===== src/rtl/tsrt_pkg.sv =====
// Package for the split-region touchpad tracker: widths, field layouts,
// per-region state type, register indexes and reset constants.
// No dependencies; imported by every module of the block.
`timescale 1ns / 1ps
`default_nettype none

package tsrt_pkg;

	// Coordinate widths of the pad
	localparam int X_BITS = 11;
	localparam int Y_BITS = 10;
	localparam int ID_BITS = 7;
	localparam int OWNER_BITS = ID_BITS + 1;
	localparam int NUM_REGIONS = 3;

	// Config port widths
	localparam int CFG_IDX_BITS = 3;
	localparam int CFG_DATA_BITS = (X_BITS > Y_BITS) ? X_BITS : Y_BITS;

	// Stream widths, padded to whole bytes
	localparam int IN_BITS = 2 * (1 + ID_BITS + X_BITS + Y_BITS);
	localparam int IN_TDATA_BITS = ((IN_BITS + 7) / 8) * 8;
	localparam int OUT_BITS = 1 + 3 * (X_BITS + 1) + 3 * (Y_BITS + 1);
	localparam int OUT_TDATA_BITS = ((OUT_BITS + 7) / 8) * 8;

	// Owner ids of released halves; no 7-bit touch id can match them
	localparam logic [OWNER_BITS-1:0] ID_NONE = OWNER_BITS'(255);
	localparam logic [OWNER_BITS-1:0] ID_NONE_RIGHT = OWNER_BITS'(254);

	// Register reset values
	localparam logic [X_BITS-1:0] WHOLE_OX_RST = X_BITS'(960);
	localparam logic [X_BITS-1:0] LEFT_OX_RST = X_BITS'(480);
	localparam logic [X_BITS-1:0] RIGHT_OX_RST = X_BITS'(1440);
	localparam logic [Y_BITS-1:0] ORIGIN_Y_RST = Y_BITS'(471);
	localparam logic [X_BITS-1:0] SPLIT_RST = X_BITS'(960);

	typedef enum logic [CFG_IDX_BITS-1:0] {
		CFG_WHOLE_OX = 3'd0,
		CFG_LEFT_OX  = 3'd1,
		CFG_RIGHT_OX = 3'd2,
		CFG_ORIGIN_Y = 3'd3,
		CFG_SPLIT    = 3'd4
	} cfg_idx_e;

	typedef enum logic [1:0] {
		REG_WHOLE = 2'd0,
		REG_LEFT  = 2'd1,
		REG_RIGHT = 2'd2
	} region_e;

	typedef struct packed {
		logic [X_BITS-1:0] whole_ox;
		logic [X_BITS-1:0] left_ox;
		logic [X_BITS-1:0] right_ox;
		logic [Y_BITS-1:0] oy;
		logic [X_BITS-1:0] split;
	} cfg_t;

	// Input item; first member sits in the top bits, so f0_absent is bit 0
	typedef struct packed {
		logic [Y_BITS-1:0]  f1_y;
		logic [X_BITS-1:0]  f1_x;
		logic [ID_BITS-1:0] f1_id;
		logic               f1_absent;
		logic [Y_BITS-1:0]  f0_y;
		logic [X_BITS-1:0]  f0_x;
		logic [ID_BITS-1:0] f0_id;
		logic               f0_absent;
	} report_t;

	// Result payload carried in tdata, active in bit 0
	typedef struct packed {
		logic signed [Y_BITS:0] inc_y;
		logic signed [X_BITS:0] inc_x;
		logic signed [Y_BITS:0] disp_y;
		logic signed [X_BITS:0] disp_x;
		logic signed [Y_BITS:0] abs_y;
		logic signed [X_BITS:0] abs_x;
		logic                   active;
	} result_t;

	// Tracking state of one region
	typedef struct packed {
		logic                   active;
		logic [OWNER_BITS-1:0]  owner;
		logic [X_BITS-1:0]      start_x;
		logic [Y_BITS-1:0]      start_y;
		logic signed [X_BITS:0] abs_x;
		logic signed [Y_BITS:0] abs_y;
		logic signed [X_BITS:0] disp_x;
		logic signed [Y_BITS:0] disp_y;
		logic signed [X_BITS:0] inc_x;
		logic signed [Y_BITS:0] inc_y;
	} region_t;

	typedef region_t [NUM_REGIONS-1:0] regions_t;

endpackage

`default_nettype wire


===== src/rtl/tsrt_cfg.sv =====
// Configuration registers of the touchpad tracker: references and split column.
// Depends on tsrt_pkg.
`timescale 1ns / 1ps
`default_nettype none

module tsrt_cfg
	import tsrt_pkg::*;
(
	input  wire logic                     clk,
	input  wire logic                     arst_n,
	input  wire logic                     wr_en,
	input  wire logic [CFG_IDX_BITS-1:0]  wr_index,
	input  wire logic [CFG_DATA_BITS-1:0] wr_data,
	output cfg_t                          cfg
);

	cfg_t cfg_q;

	// Register file; indexes beyond the list are dropped
	always_ff @(posedge clk or negedge arst_n) begin
		if (!arst_n) begin
			cfg_q.whole_ox <= WHOLE_OX_RST;
			cfg_q.left_ox  <= LEFT_OX_RST;
			cfg_q.right_ox <= RIGHT_OX_RST;
			cfg_q.oy       <= ORIGIN_Y_RST;
			cfg_q.split    <= SPLIT_RST;
		end else if (wr_en) begin
			unique case (cfg_idx_e'(wr_index))
				CFG_WHOLE_OX: cfg_q.whole_ox <= wr_data[X_BITS-1:0];
				CFG_LEFT_OX:  cfg_q.left_ox  <= wr_data[X_BITS-1:0];
				CFG_RIGHT_OX: cfg_q.right_ox <= wr_data[X_BITS-1:0];
				CFG_ORIGIN_Y: cfg_q.oy       <= wr_data[Y_BITS-1:0];
				CFG_SPLIT:    cfg_q.split    <= wr_data[X_BITS-1:0];
				default: ;
			endcase
		end
	end

	assign cfg = cfg_q;

endmodule

`default_nettype wire


===== src/rtl/tsrt_update.sv =====
// Next-state logic of the tracker: one report applied to the three regions.
// Purely combinational; depends on tsrt_pkg.
`timescale 1ns / 1ps
`default_nettype none

module tsrt_update
	import tsrt_pkg::*;
(
	input  cfg_t     cfg,
	input  report_t  rpt,
	input  regions_t cur,
	output regions_t nxt
);

	typedef region_t [1:0] pair_t;

	localparam logic signed [X_BITS+1:0] X_LIM = (X_BITS+2)'((1 << X_BITS) - 1);
	localparam logic signed [Y_BITS+1:0] Y_LIM = (Y_BITS+2)'((1 << Y_BITS) - 1);

	function automatic logic signed [X_BITS:0] sat_x(input logic signed [X_BITS+1:0] d);
		logic signed [X_BITS+1:0] v;
		v = d;
		if (d > X_LIM)
			v = X_LIM;
		else if (d < -X_LIM)
			v = -X_LIM;
		return v[X_BITS:0];
	endfunction

	function automatic logic signed [Y_BITS:0] sat_y(input logic signed [Y_BITS+1:0] d);
		logic signed [Y_BITS+1:0] v;
		v = d;
		if (d > Y_LIM)
			v = Y_LIM;
		else if (d < -Y_LIM)
			v = -Y_LIM;
		return v[Y_BITS:0];
	endfunction

	// New touch: record start point and absolute position
	function automatic region_t start_r(input region_t r, input logic [OWNER_BITS-1:0] id,
			input logic [X_BITS-1:0] x, input logic [Y_BITS-1:0] y,
			input logic [X_BITS-1:0] rx, input logic [Y_BITS-1:0] ry);
		region_t o;
		o = r;
		o.abs_x   = $signed({1'b0, x}) - $signed({1'b0, rx});
		o.abs_y   = $signed({1'b0, y}) - $signed({1'b0, ry});
		o.start_x = x;
		o.start_y = y;
		o.owner   = id;
		return o;
	endfunction

	// Held touch: increment, new absolute position, displacement
	function automatic region_t move_r(input region_t r,
			input logic [X_BITS-1:0] x, input logic [Y_BITS-1:0] y,
			input logic [X_BITS-1:0] rx, input logic [Y_BITS-1:0] ry);
		region_t o;
		logic signed [X_BITS:0] ax;
		logic signed [Y_BITS:0] ay;
		o = r;
		ax = $signed({1'b0, x}) - $signed({1'b0, rx});
		ay = $signed({1'b0, y}) - $signed({1'b0, ry});
		o.inc_x  = sat_x($signed({ax[X_BITS], ax}) - $signed({r.abs_x[X_BITS], r.abs_x}));
		o.inc_y  = sat_y($signed({ay[Y_BITS], ay}) - $signed({r.abs_y[Y_BITS], r.abs_y}));
		o.abs_x  = ax;
		o.abs_y  = ay;
		o.disp_x = $signed({1'b0, x}) - $signed({1'b0, r.start_x});
		o.disp_y = $signed({1'b0, y}) - $signed({1'b0, r.start_y});
		return o;
	endfunction

	// One finger against the two halves: claim if unknown, then move its owner
	function automatic pair_t halves(input pair_t p, input logic [ID_BITS-1:0] id,
			input logic [X_BITS-1:0] x, input logic [Y_BITS-1:0] y, input cfg_t c);
		pair_t o;
		logic [OWNER_BITS-1:0] wid;
		o = p;
		wid = {1'b0, id};
		if (wid != o[0].owner && wid != o[1].owner) begin
			if (x < c.split)
				o[0] = start_r(o[0], wid, x, y, c.left_ox, c.oy);
			else
				o[1] = start_r(o[1], wid, x, y, c.right_ox, c.oy);
		end
		if (wid == o[0].owner)
			o[0] = move_r(o[0], x, y, c.left_ox, c.oy);
		if (wid == o[1].owner)
			o[1] = move_r(o[1], x, y, c.right_ox, c.oy);
		return o;
	endfunction

	// Inactive regions report no motion
	function automatic region_t quiet(input region_t r);
		region_t o;
		o = r;
		if (!r.active) begin
			o.disp_x = '0;
			o.disp_y = '0;
			o.inc_x  = '0;
			o.inc_y  = '0;
		end
		return o;
	endfunction

	region_t whole_c;
	pair_t   half_c;

	always_comb begin
		whole_c = cur[REG_WHOLE];
		half_c  = {cur[REG_RIGHT], cur[REG_LEFT]};

		// Both fingers lifted: release the halves
		if (rpt.f0_absent && rpt.f1_absent) begin
			half_c[0].active = 1'b0;
			half_c[1].active = 1'b0;
			half_c[0].owner  = ID_NONE;
			half_c[1].owner  = ID_NONE_RIGHT;
		end

		// Activity settles before any claim; finger 1 wins on a shared id
		whole_c.active = !rpt.f0_absent;
		if (half_c[0].owner == {1'b0, rpt.f0_id})
			half_c[0].active = !rpt.f0_absent;
		if (half_c[1].owner == {1'b0, rpt.f0_id})
			half_c[1].active = !rpt.f0_absent;
		if (half_c[0].owner == {1'b0, rpt.f1_id})
			half_c[0].active = !rpt.f1_absent;
		if (half_c[1].owner == {1'b0, rpt.f1_id})
			half_c[1].active = !rpt.f1_absent;

		// Finger 0 drives the whole pad, then both fingers the halves
		if (!rpt.f0_absent) begin
			if ({1'b0, rpt.f0_id} != whole_c.owner)
				whole_c = start_r(whole_c, {1'b0, rpt.f0_id}, rpt.f0_x, rpt.f0_y,
					cfg.whole_ox, cfg.oy);
			whole_c = move_r(whole_c, rpt.f0_x, rpt.f0_y, cfg.whole_ox, cfg.oy);
			half_c = halves(half_c, rpt.f0_id, rpt.f0_x, rpt.f0_y, cfg);
		end
		if (!rpt.f1_absent)
			half_c = halves(half_c, rpt.f1_id, rpt.f1_x, rpt.f1_y, cfg);
	end

	assign nxt[REG_WHOLE] = quiet(whole_c);
	assign nxt[REG_LEFT]  = quiet(half_c[0]);
	assign nxt[REG_RIGHT] = quiet(half_c[1]);

endmodule

`default_nettype wire


===== src/rtl/touchpad_split_region_tracker_top.sv =====
// Split-region touchpad tracker: input register, region state, result sequencer.
// Depends on tsrt_pkg, tsrt_cfg and tsrt_update.
//
// Usage:
//   s_t* carries one two-finger report per item. Each report yields three
//   result items on m_t*, in the order whole pad, left half, right half;
//   tuser holds the region number and tlast marks the right-half item.
//   cfg_* writes one register per handshake (index 0..4, others dropped);
//   cfg_ready is always high. Write only while the block is idle.
//   Order: with no results pending, a taken report waits in the input
//   register, then loads the region state and result sequencer, which show
//   its first result; the three results leave in order without gaps while
//   the receiver is ready. Flow: the single result channel moves three items
//   per report. The input register takes the next report while the current
//   results drain, and its update is applied at the edge that moves the last
//   result out.
//   A receiver stall holds the current result and the region state; the input
//   register then holds one report and drops s_tready.
//   Reset: registers take their default values, all regions read as lifted
//   (halves owned by ids 255 and 254), and no result is pending.
`timescale 1ns / 1ps
`default_nettype none

module touchpad_split_region_tracker_top
	import tsrt_pkg::*;
(
	input  wire logic                      clk,
	input  wire logic                      arst_n,
	// Report input
	input  wire logic                      s_tvalid,
	output logic                           s_tready,
	// tdata, low bit up: f0_absent, f0_id, f0_x, f0_y, f1_absent, f1_id, f1_x, f1_y
	input  wire logic [IN_TDATA_BITS-1:0]  s_tdata,
	// Result output
	output logic                           m_tvalid,
	input  wire logic                      m_tready,
	// tdata, low bit up: active, abs_x, abs_y, disp_x, disp_y, inc_x, inc_y
	output logic [OUT_TDATA_BITS-1:0]      m_tdata,
	// tuser: region
	output logic [1:0]                     m_tuser,
	output logic                           m_tlast,
	// Configuration writes
	input  wire logic                      cfg_valid,
	output logic                           cfg_ready,
	input  wire logic [CFG_IDX_BITS-1:0]   cfg_index,
	input  wire logic [CFG_DATA_BITS-1:0]  cfg_data
);

	cfg_t     cfg;
	report_t  rpt_s1;
	logic     valid_s1;
	regions_t state_q;
	regions_t state_nxt;
	logic     res_valid_q;
	region_e  beat_q;
	region_t  sel;
	result_t  res;
	logic     last_taken;
	logic     consume;

	// Reset state: all regions lifted, halves owned by the released ids
	function automatic regions_t state_rst();
		regions_t s;
		s = '0;
		s[REG_WHOLE].owner = ID_NONE;
		s[REG_LEFT].owner  = ID_NONE;
		s[REG_RIGHT].owner = ID_NONE_RIGHT;
		return s;
	endfunction

	assign cfg_ready = 1'b1;

	tsrt_cfg u_cfg (
		.clk      (clk),
		.arst_n   (arst_n),
		.wr_en    (cfg_valid && cfg_ready),
		.wr_index (cfg_index),
		.wr_data  (cfg_data),
		.cfg      (cfg)
	);

	tsrt_update u_update (
		.cfg (cfg),
		.rpt (rpt_s1),
		.cur (state_q),
		.nxt (state_nxt)
	);

	// Report applied once the previous results are gone or leaving
	assign last_taken = res_valid_q && m_tready && (beat_q == REG_RIGHT);
	assign consume    = valid_s1 && (!res_valid_q || last_taken);
	assign s_tready   = !valid_s1 || consume;

	// Input register
	always_ff @(posedge clk or negedge arst_n) begin
		if (!arst_n)
			valid_s1 <= 1'b0;
		else if (s_tready)
			valid_s1 <= s_tvalid;
	end

	always_ff @(posedge clk) begin
		if (s_tvalid && s_tready)
			rpt_s1 <= report_t'(s_tdata[IN_BITS-1:0]);
	end

	// Region state
	always_ff @(posedge clk or negedge arst_n) begin
		if (!arst_n) begin
			state_q <= state_rst();
		end else if (consume) begin
			state_q <= state_nxt;
		end
	end

	// Result sequencer: three items per report
	always_ff @(posedge clk or negedge arst_n) begin
		if (!arst_n) begin
			res_valid_q <= 1'b0;
			beat_q      <= REG_WHOLE;
		end else if (consume) begin
			res_valid_q <= 1'b1;
			beat_q      <= REG_WHOLE;
		end else if (res_valid_q && m_tready) begin
			unique case (beat_q)
				REG_WHOLE: beat_q <= REG_LEFT;
				REG_LEFT:  beat_q <= REG_RIGHT;
				REG_RIGHT: res_valid_q <= 1'b0;
				default:   res_valid_q <= 1'b0;
			endcase
		end
	end

	// Output selection
	always_comb begin
		case (beat_q)
			REG_LEFT:  sel = state_q[REG_LEFT];
			REG_RIGHT: sel = state_q[REG_RIGHT];
			default:   sel = state_q[REG_WHOLE];
		endcase
	end

	always_comb begin
		res.active = sel.active;
		res.abs_x  = sel.abs_x;
		res.abs_y  = sel.abs_y;
		res.disp_x = sel.disp_x;
		res.disp_y = sel.disp_y;
		res.inc_x  = sel.inc_x;
		res.inc_y  = sel.inc_y;
	end

	assign m_tvalid = res_valid_q;
	assign m_tdata  = OUT_TDATA_BITS'(res);
	assign m_tuser  = beat_q;
	assign m_tlast  = (beat_q == REG_RIGHT);

endmodule

`default_nettype wire


===== config.mk =====
export PLATFORM = sky130hd
export DESIGN_NAME = touchpad_split_region_tracker_top
export DESIGN_NICKNAME = d
export VERILOG_FILES = /design/src/rtl/tsrt_pkg.sv /design/src/rtl/tsrt_cfg.sv /design/src/rtl/tsrt_update.sv /design/src/rtl/touchpad_split_region_tracker_top.sv
export SDC_FILE = /design/constraint.sdc
export NUM_CORES = 2
export LEC_CHECK = 0
export BUFFER_PORTS_ARGS = -buffer_cell sky130_fd_sc_hd__buf_2
export CAP_MARGIN = 30
export CORE_UTILIZATION = 25
export DETAILED_ROUTE_END_ITERATION = 16
export HOLD_SLACK_MARGIN = 0.1
export PLACE_DENSITY = 0.42
export SYNTH_ARGS = -nofsm -noshare
export SYNTH_HDL_FRONTEND = slang
export SYNTH_SLANG_ARGS = --single-unit
export TNS_END_PERCENT = 10

===== constraint.sdc =====
create_clock -name clk -period 8.5 [get_ports clk]
set_input_delay 0 -clock clk [delete_from_list [all_inputs] [get_ports clk]]
set_output_delay 0 -clock clk [all_outputs]
set_load 0.02 [all_outputs]

==> impl_metrics.json <==
{
  "hp-class": "in2reg",
  "die_w_um": 380.1,
  "tns_ns": 0,
  "area_growth_pct": 19.32,
  "relSlewSlack": 0.2867,
  "hold_end": "u_cfg.cfg[39]",
  "cp.required_ns": 9.06,
  "slew_violations": 0,
  "cp_max_fo": 13,
  "ys.flop_type": "dfrtp_1",
  "synth-seq-cells": 413,
  "io_buffers": 151,
  "crit_buf_inv": 1,
  "clockRootBuffer": "clkbuf_16",
  "drive_gt1_frac": 0.1188,
  "synth_area_per_cell_um2": 8.241,
  "dr_total_vias": 32880,
  "final_area_um2": 42650,
  "rrSetupSlack_ns": 0.91,
  "start_util": 0.2521,
  "synth.cell_area_um2": 35740,
  "crit_family": "compound AO/OA/AOI/OAI gates",
  "drt_wl_total_um": 146300,
  "cts_max_level": 2,
  "max_freq_ghz": 0.1317,
  "async_reset_ff_frac": 0.8596,
  "cp_slowest_cell": "a21oi_1",
  "cts_tree": "yes",
  "clk_pin_slew_ns": 0.06,
  "fin_crit_ns": 7.591,
  "final-setup-viol-count": 0,
  "drtIter0Drc": 2384,
  "min_path_cells": 4,
  "remaining_drc_errors": 0,
  "final_common_cell": "nand2_1",
  "cap_violations": 0,
  "synth_edf_count": 58,
  "final.fill_count": 15150,
  "final_cell_mix": "nand2_1 (540), a21oi_1 (490), nor2_1 (346), o21ai_0 (324), dfrtp_1 (309)",
  "r2r_start": "rpt_s1[0]",
  "fin_skew_ns": 0.03583,
  "gr-total-overflow": 0,
  "crit_path_start_kind": "register",
  "cp-end-kind": "register",
  "place_area_um2": 39050,
  "rsz0062_at_grt": "no",
  "cts_buffer_depth": 3,
  "grt_pass1_wl_um": 215800,
  "synthDistinctLibCells": 105,
  "r2r-end": "state_q[209]",
  "cts_setup_buffers": 0,
  "rr_worst_depth": 25,
  "grt_max_degree": 140,
  "viasPerCell": 5.055,
  "hold_viol_final": 0,
  "ys.warnings.count": 0,
  "worstSkewPairLatency_ns": 0.69,
  "hp-start": "cfg_data[7]",
  "rows": 138,
  "dpl.hpwl_um": 108100,
  "final_util": 0.3008,
  "worstMarginPinSlew_ns": 1.062,
  "fin_nets": 4974,
  "dieHeight_um": 380.1,
  "cts_made_buffers": 58,
  "period_share": 0.8931,
  "die_area_um2": 144500,
  "worstPathArrival_ns": 8.15,
  "place.gp.congestion": 0.8670,
  "grt_pass1_vias": 31670,
  "cts_sinks": 413,
  "drtAntennaViolNets": 0,
  "core-area_um2": 141800,
  "netlist_instances": 4337,
  "first_pass_iters": 6,
  "setup.worst_path.class": "reg2reg",
  "status": "finished, final reports clean",
  "grt_use_total": 0.1980,
  "routedWlPerCell_um": 22.50,
  "seq_area_frac_synth": 0.2989,
  "max_stage_delay_ns": 0.71,
  "io_pins": 161,
  "antenna_found_initial": 7
}
[synth_stat cells, types with 88 or more instances]
library cell,count,area share
inv_1,184,0.019
o21ai_0,324,0.045
ha_1,304,0.11
a21o_1,153,0.032
xor2_1,118,0.029
clkbuf_1,185,0.019
o22ai_1,88,0.015
xnor2_1,129,0.032
a21oi_1,498,0.070
dfrtp_1,309,0.22
nand2_1,542,0.057
nor2_1,350,0.037
mux2i_1,145,0.041
[how the worst max path moves through the flow]
stage                     from            to  slack (ns)  cells after the start
floorplan            rpt_s1[9]  state_q[209]        2.09                     29
global placement     rpt_s1[0]  state_q[209]        1.19                     25
detailed placement   rpt_s1[0]  state_q[210]        1.06                     25
CTS                  rpt_s1[0]  state_q[210]        1.03                     25
global route        rpt_s1[29]  state_q[210]        0.50                     26
finish               rpt_s1[0]  state_q[209]        0.91                     25
[area by class of cell]
| class | count | area [um^2] | share of cell area |
|---|---|---|---|
| clock inverters | 31 | 436.7 | 0.01024 |
| well taps | 1890 | 2365 | 0.05545 |
| inverters | 184 | 690.7 | 0.01620 |
| clock buffers | 79 | 1632 | 0.03826 |
| diodes | 2 | 5.005 | 0.0001174 |
| multi-input cells | 3484 | 23560 | 0.5525 |
| flip-flops and latches | 413 | 10680 | 0.2505 |
| repair buffers | 421 | 3274 | 0.07678 |
[logic make-up after synthesis]
logic type               synth area share
adder cells (fa/ha/maj)            0.1290
AO/OA/AOI/OAI                      0.2579
AND/OR/NAND/NOR                    0.1455
other                           0.0002101
flip-flops                         0.2989
multiplexers                      0.05888
XOR/XNOR                          0.06144
buffers and inverters             0.04824
[tightest hold or removal path: stages]
cell and delay (ns):
dlygate4sd3_1 0.52, buf_2 0.20, nand2_1 0.08, o21ai_0 0.07
[layer usage]
layer	up-vias	track usage	part of all wire	routed length (um)
met5	-	0	0.000089	13
met3	145	0.02296	0.043	6362
li1	16020	-	-	-
met4	2	0.05451	0.026	3753
met1	15930	0.2844	0.49	71610
met2	778	0.3105	0.44	64580
[through the flow]
step,hold slack (ns),std cells,setup WS [ns]
finish,0.2034,6504,0.9089
global route,0.2270,6503,0.5015
CTS,0.1609,6502,1.025
detailed placement,-0.002344,6242,1.061
global placement,-0.001310,6234,1.187
floorplan,-0.2956,4338,2.091
[what timing repair did]
action                                 CTS  global route
endpoints found under the hold margin  300             0
hold buffers                           150             0
gates resized for setup                  0             0
[registers in the layout (all words and copies together), names as in the netlist]
| register | flops |
|---|---|
| valid_s1 | 1 |
| rpt_s1 | 58 |
| state_q | 297 |
| m_tuser | 2 |
| m_tvalid | 1 |
| u_cfg.cfg | 54 |
Power is not shown: default switching activity piles up to over one toggle a cycle in this logic, so the estimate is an artifact.
